[src/perspective_point_project_core_assert.svh]
// Assertion macros for the perspective point projection core.
`ifndef PERSPECTIVE_POINT_PROJECT_CORE_ASSERT_SVH
`define PERSPECTIVE_POINT_PROJECT_CORE_ASSERT_SVH

// Same-cycle implication checked at every clock edge outside reset.
`define PPPC_ASSERT_IMPLY(label, clk, rst_n, ante, cons) \
    label: assert property (@(posedge clk) disable iff (!rst_n) (ante) |-> (cons)) \
        else $error("assertion failed");

// Next-cycle implication checked at every clock edge outside reset.
`define PPPC_ASSERT_NEXT(label, clk, rst_n, ante, cons) \
    label: assert property (@(posedge clk) disable iff (!rst_n) (ante) |=> (cons)) \
        else $error("assertion failed");

`endif

[src/pppc_pkg.sv]
// ----------------------------------------------------------------------------
// pppc_pkg
// Shared widths, constants and types of the perspective point projection core.
// ----------------------------------------------------------------------------
`timescale 1ns / 1ps
`default_nettype none
package pppc_pkg;

    localparam int COORD_W = 16;
    localparam int ROW_W   = 64;
    localparam int PROD_W  = 32;
    localparam int ACC_W   = 34;
    localparam int MAG_W   = 34;
    localparam int SX_W    = 11;
    localparam int SY_W    = 10;
    localparam int IDX_W   = 2;
    localparam int FRAC_SH = 11;

    localparam int DEF_VIEW_WIDTH  = 1024;
    localparam int DEF_VIEW_HEIGHT = 768;

    localparam logic [SX_W-1:0] SX_MAX = '1;
    localparam logic [SY_W-1:0] SY_MAX = '1;

    localparam logic [IDX_W-1:0] REG_ROW0 = 2'd0;
    localparam logic [IDX_W-1:0] REG_ROW1 = 2'd1;
    localparam logic [IDX_W-1:0] REG_ROW2 = 2'd2;
    localparam logic [IDX_W-1:0] REG_ROW3 = 2'd3;

    localparam logic [ROW_W-1:0] ROW0_RST = 64'h0000_0000_0000_0800;
    localparam logic [ROW_W-1:0] ROW1_RST = 64'h0000_0000_0800_0000;
    localparam logic [ROW_W-1:0] ROW3_RST = 64'h0800_0000_0000_0000;

    // Clipped point handed to the divider: numerators and common denominator.
    typedef struct packed {
        logic             ok;
        logic [MAG_W-1:0] num_x;
        logic [MAG_W-1:0] num_y;
        logic [MAG_W-1:0] den;
    } t_clip;

endpackage
`default_nettype wire

[src/pppc_clip.sv]
// ----------------------------------------------------------------------------
// pppc_clip
// Sign fold on W, view range test and division operands for both axes.
// ----------------------------------------------------------------------------
`timescale 1ns / 1ps
`default_nettype none
module pppc_clip
    import pppc_pkg::*;
(
    input  wire                     i_clk,
    input  wire                     i_rst_n,
    input  wire                     i_valid,
    output logic                    o_ready,
    input  wire  signed [ACC_W-1:0] i_cx,
    input  wire  signed [ACC_W-1:0] i_cy,
    input  wire  signed [ACC_W-1:0] i_cw,
    output logic                    o_valid,
    input  wire                     i_ready,
    output t_clip                   o_clip
);

    logic                  r_v;
    t_clip                 r_clip;
    logic                  w_en;
    logic signed [ACC_W:0] n_x, n_y, n_w;
    t_clip                 n_clip;

    assign w_en    = !r_v || i_ready;
    assign o_ready = w_en;

    always_comb begin
        // Negating all three leaves x/w and y/w unchanged.
        if (i_cw < 0) begin
            n_x = -(ACC_W+1)'(i_cx);
            n_y = -(ACC_W+1)'(i_cy);
            n_w = -(ACC_W+1)'(i_cw);
        end else begin
            n_x = (ACC_W+1)'(i_cx);
            n_y = (ACC_W+1)'(i_cy);
            n_w = (ACC_W+1)'(i_cw);
        end
        n_clip.ok    = (n_w != 0) && (n_x >= -n_w) && (n_x <= n_w)
                    && (n_y >= -n_w) && (n_y <= n_w);
        n_clip.num_x = MAG_W'(n_x + n_w);
        n_clip.num_y = MAG_W'(n_w - n_y);
        n_clip.den   = MAG_W'(n_w <<< 1);
    end

    always_ff @(posedge i_clk) begin
        if (!i_rst_n) begin
            r_v <= 1'b0;
        end else if (w_en) begin
            r_v <= i_valid;
        end
    end

    always_ff @(posedge i_clk) begin
        if (w_en) r_clip <= n_clip;
    end

    assign o_valid = r_v;
    assign o_clip  = r_clip;

endmodule
`default_nettype wire

[config.mk]
export PLATFORM = sky130hd
export DESIGN_NAME = pppc_clip
export DESIGN_NICKNAME = d
export VERILOG_FILES = /design/src/perspective_point_project_core_assert.svh /design/src/pppc_pkg.sv /design/src/pppc_clip.sv
export SDC_FILE = /design/constraint.sdc
export NUM_CORES = 1
export LEC_CHECK = 0
export ABC_AREA = 1
export ABC_CLOCK_PERIOD_IN_PS = 4150
export BUFFER_PORTS_ARGS = -buffer_cell sky130_fd_sc_hd__buf_2
export CAP_MARGIN = 20
export CORE_AREA = 2 2 213 215
export DETAILED_ROUTE_END_ITERATION = 8
export DIE_AREA = 0 0 215 217
export GPL_TIMING_DRIVEN = 0
export PLACE_DENSITY_LB_ADDON = 0.25
export RECOVER_POWER = 50
export REMOVE_ABC_BUFFERS = 1
export SKIP_CTS_REPAIR_TIMING = 1
export SLEW_MARGIN = 30
export SYNTH_ARGS = -nofsm -noshare
export SYNTH_HDL_FRONTEND = slang
export SYNTH_SLANG_ARGS = --single-unit
[constraint.sdc]
create_clock -name i_clk -period 4.15 [get_ports i_clk]
set_clock_uncertainty 0.1 [all_clocks]
set_input_delay 0.415 -clock i_clk [delete_from_list [all_inputs] [get_ports i_clk]]
set_output_delay 0.415 -clock i_clk [all_outputs]
set_load 0.02 [all_outputs]
==> results.toml <==
[detailed_routing]
vias = 12700
route.detailed.drc = 0
drtPass1Iterations = 5
final_antenna_net_count = 0
drtIter0Drc = 872
avgViaCountPerCell = 4.86
routed_wirelength_mm = 50.1
drt-wirelength-per-cell_um = 19.1

[synthesis]
yosys.area.top_type = "edfxtp_1"
synth.top_cell.area_share_pct = 23.2
synth_top_family_by_area = "simple AND/OR/NAND/NOR gates"
yosys.area_share.simple_pct = 24.8
ys_seq_area_share_pct = 23.3
yosysMostFrequentCell = "nand2_1"
synth_fa_ha_area_share_pct = 19.6
syn_area_um2 = 13200
synth-main-ff-cell = "edfxtp_1"
synth_edf_count = 102
synth_cell_type_count = 62
synth_mux_area_share_pct = 0
synthXorXnorAreaFrac_pct = 11.4
ys_warn_count = 0
synth_compound_area_share_pct = 12.3
synthTopCellsByArea = "edfxtp_1, ha_1, xor2_1, nand2_1, inv_1"
async_flop_share_pct = 0
syn_avg_cell_area_um2 = 7.54
ys_ff_latch = 103
synthCells = 1754
yosys-top-cells-count = "nand2_1, inv_1, ha_1, nor2_1, a21oi_1"

[critical_path]
worst-setup-path-type = "primary input to flop"
arrival_ns = 4.82
crit_path_start_kind = "primary input"
end_kind = "flop"
cp_max_fo = 6
slowest_stage = "nor4b_2"
crit_buf_inv = 3
max_stage_delay_ns = 0.34
critPathTopFamily = "simple AND/OR/NAND/NOR gates"
cp.required_ns = 4.28

[clocking]
cts_buffers = 9
clk_pin_slew_ns = 0.08
cts.sinks = 103
insertion_delay_ns = 0.38
cts_root_buf = "clkbuf_16"
cts_buffer_depth = 2
htree_num_levels = 3
cts_tree = "yes"

[sta]
hold-worst-slack_ns = 0.181
rsz0062_at_grt = "true"
finalSetupTns_ns = -0.534
max_freq_mhz = 214
setup-violations-final = 1
relSlewSlack_pct = -25.1
finalCritPeriodShare_pct = 113
finalWorstSetupSlack_ns = -0.534
hold_viol = 0
tightest_slew_ns = 1.88
drv_slew = 34
post-route-min-period_ns = 4.68

[global_route]
grt_pass1_vias = 12000
antenna_found_initial = 5
grt.total_usage_pct = 20.8
grt_pass1_wl_mm = 72.0
grt_max_degree = 71
gr-total-overflow = 0

[power_and_ir_drop]
ir_worst_vdd_mv = 0.204
p_leak_nw = 7.65
powerDensity_nw_per_um2 = 334
power_mw = 5.50

[min_path]
min_path_type = "primary input to flop"

[floorplanning]
die_w_um = 215
die_area_um2 = 46700
num_rows = 78
core_um2 = 44700
die_y_um = 217
start_util_pct = 29.6
ios = 211

[finish]
syn2layout_area_growth_pct = 24.4
instances_no_fill = 2615
layout-drive-gt1-share_pct = 20.2
final_core_util_pct = 36.8
fin_nets = 2319

[placement]
gp_congestion = 0.960
place_inst = 2549
port_buffers = 209
place_hpwl_mm = 43.1

[job]
maxCapViolCount = 1

[status]
status = "finished, violations left"
violations = "capacitance limit, slew limit, setup timing"
[area by class of cell]
class	count	area, um2
antenna	3	7.51
clock buffer	12	256
clock inverter	4	36.3
fill	4818	28200
inverter	269	1050
multi-input combinational	1366	9910
sequential	103	3080
tap	600	751
timing repair buffer	258	1360
[kinds of logic (layout without fill, tap and decap cells)]
group                    Yosys count  after routing
AND/OR/NAND/NOR                  699            700
AO/OA/AOI/OAI                    288            288
buffers and inverters            287            543
adder cells (fa/ha/maj)          206            206
XOR/XNOR                         169            169
flip-flops                       103            103
other                              2              6
[worst register-to-register path, cell delays in order, from the launching register on]
cell and delay, ns:
dfxtp_1 0.31, nand2_1 0.76, clkbuf_1 1.42, buf_16 0.35
[metal layers]
metal / wire length [um] / vias up / GRT usage (%)
met5: 34 / - / 0
met4: 1230 / 6 / 6.39
met3: 2600 / 54 / 3.28
met2: 21500 / 345 / 31.8
met1: 24700 / 5973 / 29.9
li1: - / 6336 / -
[through the flow]
step                      cell area [um2]  worst slack (ns)
after floorplan                     13100            -0.197
after global placement              14900             -3.77
after detailed placement            15000             -2.04
after CTS                           15300             -1.64
after global routing                16500            -0.760
final                               16500            -0.534
[registers in the layout (all words and copies together), names as in the netlist]
signal   count
o_valid      1
o_clip     102
[final timing paths]
check | start | end | slack [ns] | cells after the start
setup / recovery | i_cw[0] | o_clip[102] | -0.53 | 27
hold / removal | i_valid | o_valid | 0.18 | 3
setup reg to reg | o_valid | o_clip[58] | 0.85 | 3
hold reg to reg | o_valid | o_clip[77] | 1.20 | 1
[cell usage in the layout, fill, tap and decap left out, drive strengths merged, types with 23 or more instances in the layout]
cell type | Yosys | final
nand2 | 309 | 309
ha | 204 | 204
nor2 | 200 | 201
nand4 | 26 | 26
nand3 | 90 | 90
inv | 265 | 266
clkbuf | 10 | 100
xor2 | 131 | 131
buf | 8 | 170
nor3 | 35 | 35
nor4 | 23 | 23
a21oi | 132 | 132
edfxtp | 102 | 102
o21ai | 89 | 89
xnor2 | 38 | 38
[power breakdown]
group | internal (mW) | leakage, nW | switching, mW
Combinational | 0.958 | 6.44 | 2.07
Sequential | 1.52 | 1.07 | 0.0825
Clock | 0.449 | 0.142 | 0.421
Note: power is estimated with default switching activity, not from simulation.
